<file path="src/design/mbe_pkg.sv">
`timescale 1ns / 1ps

package mbe_pkg;

    // Fixed-point format of coordinates and iterates
    localparam int FRAC_BITS  = 28;
    localparam int COORD_BITS = 12;
    localparam int WORD_W     = 32;
    localparam int COUNT_W    = 16;

    // Shared multiplier: signed operands one bit wider than a word
    localparam int MUL_W   = WORD_W + 1;
    localparam int PROD_W  = 2 * WORD_W;
    // Wide working width for sums before saturation
    localparam int SUM_W   = PROD_W + 2;
    // Squares after the fraction shift, and twice the cross product
    localparam int SQ_W    = PROD_W + 1 - FRAC_BITS;
    localparam int XY_W    = PROD_W + 2 - FRAC_BITS;

    // Escape radius squared: 4.0 in the fixed-point format
    localparam logic [PROD_W-1:0] ESCAPE_LIMIT = PROD_W'(64'd4 << FRAC_BITS);

    // Configuration register indexes
    localparam int CFG_IDX_W = 3;
    localparam logic [CFG_IDX_W-1:0] CFG_MAX_ITERS  = 3'd0;
    localparam logic [CFG_IDX_W-1:0] CFG_LEFT_EDGE  = 3'd1;
    localparam logic [CFG_IDX_W-1:0] CFG_LOWER_EDGE = 3'd2;
    localparam logic [CFG_IDX_W-1:0] CFG_STEP_X     = 3'd3;
    localparam logic [CFG_IDX_W-1:0] CFG_STEP_Y     = 3'd4;

    localparam logic [COUNT_W-1:0] MAX_ITERS_RESET = 16'd10000;

    typedef struct packed {
        logic [COORD_BITS-1:0] pixel_col;
        logic [COORD_BITS-1:0] pixel_row;
    } pixel_in_t;

    typedef struct packed {
        logic [COUNT_W-1:0]    escape_count;
        logic [COORD_BITS-1:0] out_col;
        logic [COORD_BITS-1:0] out_row;
    } pixel_out_t;

    // Clamp a wide signed value to the signed word range
    function automatic logic signed [WORD_W-1:0] sat_word(input logic signed [SUM_W-1:0] v);
        logic signed [SUM_W-1:0] hi;
        logic signed [SUM_W-1:0] lo;
        hi = {{(SUM_W-WORD_W+1){1'b0}}, {(WORD_W-1){1'b1}}};
        lo = {{(SUM_W-WORD_W+1){1'b1}}, {(WORD_W-1){1'b0}}};
        if (v > hi)
            sat_word = hi[WORD_W-1:0];
        else if (v < lo)
            sat_word = lo[WORD_W-1:0];
        else
            sat_word = v[WORD_W-1:0];
    endfunction

endpackage

</file>
<file path="src/design/mandelbrot_escape_time.sv">
`timescale 1ns / 1ps

// Channel   Direction  Handshake              Payload
// in        input      in_valid / in_stall    in_data   (pixel_col, pixel_row)
// out       output     out_valid / out_stall  out_data  (escape_count, out_col, out_row)
// cfg       input      cfg_valid / cfg_ready  cfg_index, cfg_data
//
// After its accept a pixel runs through these states, n being its escape count:
// CRE and CIM form c, then each of the n iterations and the closing escape test
// uses the single shared 33x33 multiplier in SQX, SQY and STEP (x*x, y*y, x*y),
// FIN moves the result to the output register and IDLE takes the next pixel.
// The input stalls while a pixel is in work. A finished result sits in the output
// register; the next pixel is taken while it waits, and the following pixel holds
// in its FIN state until that result leaves. Reset clears the handshake state
// and loads the register reset values (max_iters = 10000, edges and steps zero).
module mandelbrot_escape_time (
    input  logic                                clk,
    input  logic                                rst_n,
    input  logic                                in_valid,
    output logic                                in_stall,
    input  mbe_pkg::pixel_in_t                  in_data,
    output logic                                out_valid,
    input  logic                                out_stall,
    output mbe_pkg::pixel_out_t                 out_data,
    input  logic                                cfg_valid,
    output logic                                cfg_ready,
    input  logic [mbe_pkg::CFG_IDX_W-1:0]       cfg_index,
    input  logic [mbe_pkg::WORD_W-1:0]          cfg_data
);

    localparam logic [2:0] ST_IDLE = 3'd0;
    localparam logic [2:0] ST_CRE  = 3'd1;
    localparam logic [2:0] ST_CIM  = 3'd2;
    localparam logic [2:0] ST_SQX  = 3'd3;
    localparam logic [2:0] ST_SQY  = 3'd4;
    localparam logic [2:0] ST_STEP = 3'd5;
    localparam logic [2:0] ST_FIN  = 3'd6;

    localparam int W  = mbe_pkg::WORD_W;
    localparam int SW = mbe_pkg::SUM_W;

    logic [2:0]                        state_reg, state_next;
    logic [mbe_pkg::COUNT_W-1:0]       max_iters_reg;
    logic signed [W-1:0]               left_edge_reg, lower_edge_reg, step_x_reg, step_y_reg;
    logic [mbe_pkg::COORD_BITS-1:0]    col_reg, row_reg;
    logic signed [W-1:0]               cre_reg, cim_reg, x_reg, y_reg;
    logic signed [mbe_pkg::SQ_W-1:0]   xx_reg, yy_reg;
    logic [mbe_pkg::COUNT_W-1:0]       count_reg;
    logic                              out_valid_reg;
    mbe_pkg::pixel_out_t               out_data_reg;

    logic signed [mbe_pkg::MUL_W-1:0]  mul_a, mul_b;
    logic signed [2*mbe_pkg::MUL_W-1:0] mul_full;
    logic signed [mbe_pkg::PROD_W-1:0] prod;
    logic signed [mbe_pkg::SQ_W-1:0]   sq_shift;
    logic signed [mbe_pkg::XY_W-1:0]   xy_shift;
    logic signed [SW-1:0]              c_sum, nx_sum, ny_sum, len_sum;
    logic                              in_take, out_free, escaped, limit_hit;

    assign cfg_ready = 1'b1;
    assign in_stall  = (state_reg != ST_IDLE);
    assign in_take   = in_valid && !in_stall;
    assign out_free  = !out_valid_reg || !out_stall;
    assign out_valid = out_valid_reg;
    assign out_data  = out_data_reg;

    // Select operands for the shared multiplier
    always_comb
    begin
        case (state_reg)
            ST_CRE:
            begin
                mul_a = $signed({{(mbe_pkg::MUL_W-mbe_pkg::COORD_BITS){1'b0}}, col_reg});
                mul_b = {step_x_reg[W-1], step_x_reg};
            end
            ST_CIM:
            begin
                mul_a = $signed({{(mbe_pkg::MUL_W-mbe_pkg::COORD_BITS){1'b0}}, row_reg});
                mul_b = {step_y_reg[W-1], step_y_reg};
            end
            ST_SQX:
            begin
                mul_a = {x_reg[W-1], x_reg};
                mul_b = {x_reg[W-1], x_reg};
            end
            ST_SQY:
            begin
                mul_a = {y_reg[W-1], y_reg};
                mul_b = {y_reg[W-1], y_reg};
            end
            default:
            begin
                mul_a = {x_reg[W-1], x_reg};
                mul_b = {y_reg[W-1], y_reg};
            end
        endcase
    end

    assign mul_full = mul_a * mul_b;
    assign prod     = mul_full[mbe_pkg::PROD_W-1:0];
    // Floor shifts: arithmetic right shift rounds toward minus infinity
    assign sq_shift = mbe_pkg::SQ_W'(prod >>> mbe_pkg::FRAC_BITS);
    assign xy_shift = mbe_pkg::XY_W'(prod >>> (mbe_pkg::FRAC_BITS - 1));

    // Form c, the next iterate and the squared magnitude
    always_comb
    begin
        c_sum   = SW'(prod) + SW'(state_reg == ST_CRE ? left_edge_reg : lower_edge_reg);
        nx_sum  = SW'(xx_reg) - SW'(yy_reg) + SW'(cre_reg);
        ny_sum  = SW'(xy_shift) + SW'(cim_reg);
        len_sum = SW'(xx_reg) + SW'(yy_reg);
    end

    assign escaped   = (mbe_pkg::PROD_W'(len_sum) >= $signed(mbe_pkg::ESCAPE_LIMIT));
    assign limit_hit = (count_reg >= max_iters_reg);

    // Sequence one pixel through the shared multiplier
    always_comb
    begin
        state_next = state_reg;
        case (state_reg)
            ST_IDLE: if (in_take) state_next = ST_CRE;
            ST_CRE:  state_next = ST_CIM;
            ST_CIM:  state_next = ST_SQX;
            ST_SQX:  state_next = ST_SQY;
            ST_SQY:  state_next = ST_STEP;
            ST_STEP: state_next = (escaped || limit_hit) ? ST_FIN : ST_SQX;
            ST_FIN:  if (out_free) state_next = ST_IDLE;
            default: state_next = ST_IDLE;
        endcase
    end

    // Hold control state and the configuration registers
    always_ff @(posedge clk or negedge rst_n)
    begin
        if (!rst_n)
        begin
            state_reg      <= ST_IDLE;
            out_valid_reg  <= 1'b0;
            max_iters_reg  <= mbe_pkg::MAX_ITERS_RESET;
            left_edge_reg  <= '0;
            lower_edge_reg <= '0;
            step_x_reg     <= '0;
            step_y_reg     <= '0;
            count_reg      <= '0;
        end
        else
        begin
            state_reg <= state_next;
            if (state_reg == ST_FIN && out_free)
                out_valid_reg <= 1'b1;
            else if (!out_stall)
                out_valid_reg <= 1'b0;
            if (cfg_valid && cfg_ready)
            begin
                case (cfg_index)
                    mbe_pkg::CFG_MAX_ITERS:  max_iters_reg  <= cfg_data[mbe_pkg::COUNT_W-1:0];
                    mbe_pkg::CFG_LEFT_EDGE:  left_edge_reg  <= cfg_data;
                    mbe_pkg::CFG_LOWER_EDGE: lower_edge_reg <= cfg_data;
                    mbe_pkg::CFG_STEP_X:     step_x_reg     <= cfg_data;
                    mbe_pkg::CFG_STEP_Y:     step_y_reg     <= cfg_data;
                    default: ;
                endcase
            end
            if (state_reg == ST_CIM)
                count_reg <= '0;
            else if (state_reg == ST_STEP && !escaped && !limit_hit)
                count_reg <= count_reg + 1'b1;
        end
    end

    // Advance the datapath registers
    always_ff @(posedge clk)
    begin
        case (state_reg)
            ST_IDLE:
            begin
                if (in_take)
                begin
                    col_reg <= in_data.pixel_col;
                    row_reg <= in_data.pixel_row;
                end
            end
            ST_CRE: cre_reg <= mbe_pkg::sat_word(c_sum);
            ST_CIM:
            begin
                cim_reg <= mbe_pkg::sat_word(c_sum);
                x_reg   <= '0;
                y_reg   <= '0;
            end
            ST_SQX: xx_reg <= sq_shift;
            ST_SQY: yy_reg <= sq_shift;
            ST_STEP:
            begin
                if (!escaped && !limit_hit)
                begin
                    x_reg <= mbe_pkg::sat_word(nx_sum);
                    y_reg <= mbe_pkg::sat_word(ny_sum);
                end
            end
            ST_FIN:
            begin
                if (out_free)
                begin
                    out_data_reg.escape_count <= count_reg;
                    out_data_reg.out_col      <= col_reg;
                    out_data_reg.out_row      <= row_reg;
                end
            end
            default: ;
        endcase
    end

    // Checks
    a_count_bound: assert property (@(posedge clk) disable iff (!rst_n)
        (state_reg == ST_STEP) |-> (count_reg <= max_iters_reg))
        else $error("iteration count passed the limit");

    a_result_bound: assert property (@(posedge clk) disable iff (!rst_n)
        out_valid_reg |-> (out_data_reg.escape_count <= max_iters_reg))
        else $error("result count above the limit");

    a_fin_delivers: assert property (@(posedge clk) disable iff (!rst_n)
        (state_reg == ST_FIN) && !out_valid_reg |=> out_valid_reg && (state_reg == ST_IDLE))
        else $error("finished pixel not moved to the output register");

    a_busy_no_take: assert property (@(posedge clk) disable iff (!rst_n)
        (state_reg != ST_IDLE) |-> in_stall)
        else $error("input taken while a pixel is in work");

endmodule

</file>
<file path="config.mk">
export PLATFORM = sky130hd
export DESIGN_NAME = mandelbrot_escape_time
export DESIGN_NICKNAME = d
export VERILOG_FILES = /design/src/design/mbe_pkg.sv /design/src/design/mandelbrot_escape_time.sv
export SDC_FILE = /design/constraint.sdc
export NUM_CORES = 2
export LEC_CHECK = 0
export BUFFER_PORTS_ARGS = -buffer_cell sky130_fd_sc_hd__buf_2
export CORE_MARGIN = 10
export CORE_UTILIZATION = 65
export CTS_BUF_LIST = sky130_fd_sc_hd__clkbuf_16
export CTS_CLUSTER_SIZE = 20
export DETAILED_ROUTE_END_ITERATION = 6
export PLACE_DENSITY = 0.79
export SYNTH_ARGS = -nofsm -noshare
export SYNTH_HDL_FRONTEND = slang
export SYNTH_SLANG_ARGS = --single-unit
</file>
<file path="constraint.sdc">
create_clock -name clk -period 27.3 [get_ports clk]
set_input_delay 5.46 -clock clk [delete_from_list [all_inputs] [get_ports clk]]
set_output_delay 5.46 -clock clk [all_outputs]
set_load 0.1 [all_outputs]
</file>
# Word level (Yosys, flattened, before mapping)

Index checks and enable logic that the tools add are counted.

Bits in latches: 0
Output and inout bits: 43
RAM bits: 0
Register bits after elaboration: 428
Word-level logic and storage cells: 95
Memories kept: 0
Bits in read-only memories: 0

Bitwise logic cells: 0
Multipliers: 1
Equal/unequal tests: 14
Magnitude comparators: 8
Add/subtract/negate cells: 6
Mux-type cells: 21
Reduce and logical (&&, ||, !) cells: 26
Divide/modulo/power cells: 0
Shift-type cells: 0

Operators by type and width:

| kind                                                                    | number |
|---|---|
| 32-bit 2-to-1 mux                                                       | 8 |
| 33-bit one-hot mux with 3 select lines                                  | 2 |
| 32-bit one-hot mux with 2 select lines                                  | 2 |
| 37-bit by 32-bit adder with 38-bit output                               | 2 |
| 38-bit by 32-bit > comparator with 1-bit output, second input constant  | 2 |
| 38-bit by 32-bit < comparator with 1-bit output, second input constant  | 2 |
| 64-bit by 66-bit adder with 66-bit output                               | 1 |
| 66-bit by 32-bit > comparator with 1-bit output, second input constant  | 1 |
| 66-bit by 32-bit < comparator with 1-bit output, second input constant  | 1 |
| 66-bit 2-to-1 mux                                                       | 1 |
| 33-bit by 33-bit multiplier with 64-bit output                          | 1 |
| 36-bit by 36-bit adder with 37-bit output                               | 1 |
| 37-bit by 32-bit >= comparator with 1-bit output, second input constant | 1 |
| 36-bit by 36-bit subtractor with 37-bit output                          | 1 |
| 16-bit 2-to-1 mux                                                       | 2 |
| 3-bit one-hot mux with 7 select lines                                   | 1 |
| 2-bit AND reduction                                                     | 9 |
| 16-bit by 1-bit adder with 16-bit output, second input constant         | 1 |
| 16-bit >= comparator                                                    | 1 |
| 3-bit by 2-bit == test with 1-bit output, second input constant         | 4 |
| 3-bit == test, second input constant                                    | 4 |
| 3-bit 2-to-1 mux                                                        | 3 |
| 3-bit by 1-bit == test with 1-bit output, second input constant         | 2 |
| 3-bit zero test                                                         | 2 |
| 8 further kinds                                                         | 21 |

# Longest topological paths before layout

Depth after elaboration: 9
Depth in mapped cells: 56
Gate-level depth less buffers: 50

# Worst setup path after synthesis

OpenSTA, ideal clock, no wires.

Kind: register -> register
Start: register state_reg[2]
End: register cim_reg[0] (data pin)
Setup slack: 13,918 ps
Setup time: 134 ps
Stages on the path, launching flop included: 50
Arrival: 13,248 ps
Required time: 27,166 ps
Path buffers: 6
Cells stage by stage: dfrtp_1 -> clkbuf_1 -> nor2b_1 -> nor2b_1 -> clkbuf_1 -> buf_1 -> a22o_1 -> clkbuf_1 -> nand2_1 -> fa_1 -> fa_1 -> inv_1 -> fa_1 -> inv_1 -> fa_1 -> inv_1 -> fa_1 -> fa_1 -> [... 14 more ...] -> xnor2_1 -> ha_1 -> buf_4 -> a21o_1 -> a21oi_1 -> o211ai_1 -> a221oi_1 -> o211ai_1 -> and2_0 -> o31ai_2 -> o21ai_0 -> and2_1 -> nor4b_2 -> nand4bb_1 -> or4b_4 -> o41ai_4 -> buf_6 -> a21o_1

Longest elaborated chain between the ends: 7
Elaborated cells on any way between the ends: 13
Those cells by class: add/sub (1); mul (1); order compare (2); eq/ne (4); mux (5)

Ends and longest elaborated chain:

| element                                            | line                          | text |
|---|---|---|
| start, declared                                    | mandelbrot_escape_time.sv:42  | `logic [2:0] state_reg, state_next;` |
| start signal, assigned                             | mandelbrot_escape_time.sv:149 | `state_reg <= state_next;` |
| 3-bit == test, or another cell as far along        | mandelbrot_escape_time.sv:70  | `case (state_reg)` |
| 33-bit one-hot mux with 3 select lines             | mandelbrot_escape_time.sv:70  |  |
| 33-bit by 33-bit multiplier with 64-bit output (*) | mandelbrot_escape_time.sv:99  | `assign mul_full = mul_a * mul_b;` |
| net mul_full (one bit)                             | mandelbrot_escape_time.sv:53  | `logic signed [2*mbe_pkg::MUL_W-1:0] mul_full;` |
| 64-bit by 66-bit adder with 66-bit output (*)      | mandelbrot_escape_time.sv:108 | `c_sum = SW'(prod) + SW'(state_reg == ST_CRE ? left_edge_reg : lower_edge_reg);` |
| 66-bit by 32-bit < comparator with 1-bit output    | mbe_pkg.sv:52                 | `else if (v < lo)` |
| 32-bit 2-to-1 mux                                  | mbe_pkg.sv:52                 |  |
| 32-bit 2-to-1 mux (*)                              | n/a                           |  |
| end signal, assigned                               | mandelbrot_escape_time.sv:187 | `cim_reg <= mbe_pkg::sat_word(c_sum);` |
| end, declared                                      | mandelbrot_escape_time.sv:46  | `logic signed [W-1:0] cre_reg, cim_reg, x_reg, y_reg;` |

Mark *: on every way through the listed nets, which the timed path passes. The rest lies on a longest branch.
A chain may end at the register's enable or synchronous reset.

# Worst setup path after layout

Start: register state_reg[2]
End: register y_reg[7] (data pin)

Longest elaborated chain between the ends: 9
Elaborated cells on any way between the ends: 15
Those cells by class: add/sub (1); mul (1); order compare (2); eq/ne (5); mux (6)

Ends and longest elaborated chain:

| element                                            | line                          | text |
|---|---|---|
| 3-bit == test, or another cell as far along        | mandelbrot_escape_time.sv:70  |  |
| 33-bit one-hot mux with 3 select lines             | mandelbrot_escape_time.sv:70  |  |
| 33-bit by 33-bit multiplier with 64-bit output (*) | mandelbrot_escape_time.sv:99  |  |
| net mul_full (one bit)                             | mandelbrot_escape_time.sv:53  |  |
| 37-bit by 32-bit adder with 38-bit output (*)      | mandelbrot_escape_time.sv:110 | `ny_sum = SW'(xy_shift) + SW'(cim_reg);` |
| 38-bit by 32-bit < comparator with 1-bit output    | mbe_pkg.sv:52                 |  |
| 32-bit 2-to-1 mux                                  | mbe_pkg.sv:52                 |  |
| 32-bit 2-to-1 mux (*)                              | mbe_pkg.sv:50                 | `if (v > hi)` |
| 32-bit 2-to-1 mux (*)                              | mandelbrot_escape_time.sv:195 | `if (!escaped && !limit_hit)` |
| 32-bit one-hot mux with 2 select lines (*)         | mandelbrot_escape_time.sv:175 | `case (state_reg)` |
| end signal, assigned                               | mandelbrot_escape_time.sv:198 | `y_reg <= mbe_pkg::sat_word(ny_sum);` |
| end, declared                                      | mandelbrot_escape_time.sv:46  |  |

Mark *: on every way through the listed nets, which the timed path passes. The rest lies on a longest branch. The select of a mux whose other input is x is not followed.

==> results.sh <==
export IMPL_status="complete, no violations"
export IMPL_rsz0062_at_grt="no"
export IMPL_ctsHoldBuffers=0
export IMPL_io_buffer_count=105
export IMPL_io_pins=107
export IMPL_synth_compound_area_share_pct=10.5
export IMPL_tns_ps=0
export IMPL_vias=49800
export IMPL_synth_main_ff_cell="edfxtp_1"
export IMPL_dp_final_hpwl_um=157000
export IMPL_synthTopCellsByArea="fa_1, edfxtp_1, ha_1, inv_1, dfrtp_1"
export IMPL_crit_family="compound AO/OA/AOI/OAI gates"
export IMPL_overflow=0
export IMPL_maxCapViolCount=0
export IMPL_numCtsBuffers=46
export IMPL_syn_avg_cell_area_sq_um=9.58
export IMPL_synth_edf_count=264
export IMPL_post_place_ws_ps=11240
export IMPL_cts_tree="built"
export IMPL_synth_top_family_by_area="adder cells"
export IMPL_timing_critical_path_buf_inv=9
export IMPL_largest_reg_flops=40
export IMPL_yosysMostFrequentCell="inv_1"
export IMPL_antenna_left=0
export IMPL_finalHoldViolCount=0
export IMPL_slew_violations=0
export IMPL_synthTopCellsByCount="inv_1, fa_1, nor2_1"
export IMPL_clk_path_buf_depth=3
export IMPL_synthCells=6667
export IMPL_cp_end_kind="flip-flop"
export IMPL_nets=8258
export IMPL_synthArstFlopShare_pct=38.3
export IMPL_worst_slack_ps=10810
export IMPL_cts_htree_levels=2
export IMPL_initial_core_util_pct=65.8
export IMPL_place_inst=7878
export IMPL_die_y_um=334
export IMPL_wl_per_cell_um=25.0
export IMPL_synth_simple_area_share_pct=11.6
export IMPL_synth_mux_area_share_pct=3.44
export IMPL_hold_class="flip-flop to flip-flop"
export IMPL_hold_start="row_reg[2]"
export IMPL_cp_arrival_ps=16780
export IMPL_row_count=114
export IMPL_synth_top_area_cell="fa_1"
export IMPL_syn_nets=8275
export IMPL_yosysSeqAreaShare_pct=18.8
export IMPL_yosys_cell_types_count=101
export IMPL_synth_area_sq_um=63900
export IMPL_post_cts_buffers=0
export IMPL_drt_iter0_markers=5616
export IMPL_gr_usage_all_layers_pct=36.2
export IMPL_core_area_sq_um=97100
export IMPL_r2r_start="state_reg[2]"
export IMPL_clk_latency_ps=610
export IMPL_ys_ff_latch=428
export IMPL_grt_pass1_vias=52100
export IMPL_antenna_found_initial=6
export IMPL_post_cts_resized=0
export IMPL_yosys_warnings=0
export IMPL_max_freq_mhz=60.6
export IMPL_criticalPathCategory="flip-flop to flip-flop"
export IMPL_critPathMaxFanout=64
export IMPL_dr_pass1_iters=6
export IMPL_grt_start_max_net_pins=94
export IMPL_required_ps=27590
export IMPL_fin_crit_ps=16490
export IMPL_gp_congestion=0.999
export IMPL_synth_fa_ha_area_share_pct=43.7
export IMPL_start_kind="flip-flop"
export IMPL_worstSetupStartpoint="state_reg[2]"
export IMPL_cts_clk_slew_worst_paths_ps=60
export IMPL_skew_ps=41.1
export IMPL_area_growth_pct=5.91
export IMPL_crit_top_cell="fa_1"
export IMPL_period_share_pct=60.4
export IMPL_slowest_delay_ps=1100
export IMPL_post_route_drc_count=0
export IMPL_dieArea_sq_um=111000
export IMPL_slew_headroom_pct=13.9
export IMPL_wirelength_um=199000
export IMPL_final_cells=7967
export IMPL_die_w_um=334
export IMPL_crit_slowest_cell="a22o_1"
export IMPL_cts_root_buf="clkbuf_16"
export IMPL_grt_pass1_wl_um=308000
export IMPL_drive_gt1_share_pct=8.28
export IMPL_yosys_area_share_xor_xnor_pct=2.60
export IMPL_yosysTopAreaCellShare_pct=35.8
export IMPL_vias_per_cell=6.25
export IMPL_setup_viol=0
export IMPL_tightest_slew_ps=1280
export IMPL_cts_sinks=428
==> logic make-up (layout without fill, tap and decap cells) <==
logic type                 count (synthesis)  after routing
xor gates and xnor gates                 190            190
DFF                                      428            428
and+or+nand+nor                         1727           1727
adders and majority gates               1544           1544
muxes                                    199            199
other                                      1              4
AOI/OAI and AO/OA                       1000           1000
buffers and inverters                   1578           1599
==> metrics by stage <==
stage               util [%]  instance area (sq um)  hold slack [ps]
CTS                     69.6                  67700              447
detailed placement      68.1                  66100              435
global placement        68.1                  66100              430
finish                  69.7                  67700              450
floorplan                  -                  63900              427
global route            69.6                  67700              458
==> layout by cell type (no fill, tap or decap), types with 49 or more instances in the layout <==
master     instances
mux2_2           162
o21ai_0          159
nand2_1          619
fa_1            1144
nand3_1           60
xnor2_1          115
nor2_1           717
inv_1           1293
a21oi_1          256
edfxtp_1         264
dfrtp_1          156
ha_1             400
a21o_1           130
buf_4            121
clkbuf_16         49
buf_2            104
xor2_1            75
==> final timing paths <==
kind	to	depth (start not counted)	slack, ps
min in group asynchronous	count_reg[11]	1	4930
min reg2reg	out_data[2]	0	450
max reg2reg	y_reg[7]	51	10810
min	out_data[2]	0	450
max in group asynchronous	state_reg[2]	2	20770
max	y_reg[7]	51	10810
==> metal layers <==
layer	GRT usage (%)	wire length [um]	vias up
met2	55.0	87700	3052
li1	-	-	21200
met1	46.6	72200	24900
met5	0	25	-
met4	19.9	13800	4
met3	10.5	25700	681
==> final cells by class <==
type / count / area [sq um]
Multi-Input combinational cell: 4661 / 46200
Fill cell: 7274 / 29500
Sequential cell: 428 / 12000
Inverter: 1287 / 4830
Tap cell: 1276 / 1600
Timing Repair Buffer: 226 / 1440
Clock buffer: 49 / 1230
Clock inverter: 37 / 290
Antenna cell: 3 / 7.51
Power is not shown: default switching activity piles up to over one toggle a cycle in this logic, so the estimate is an artifact.
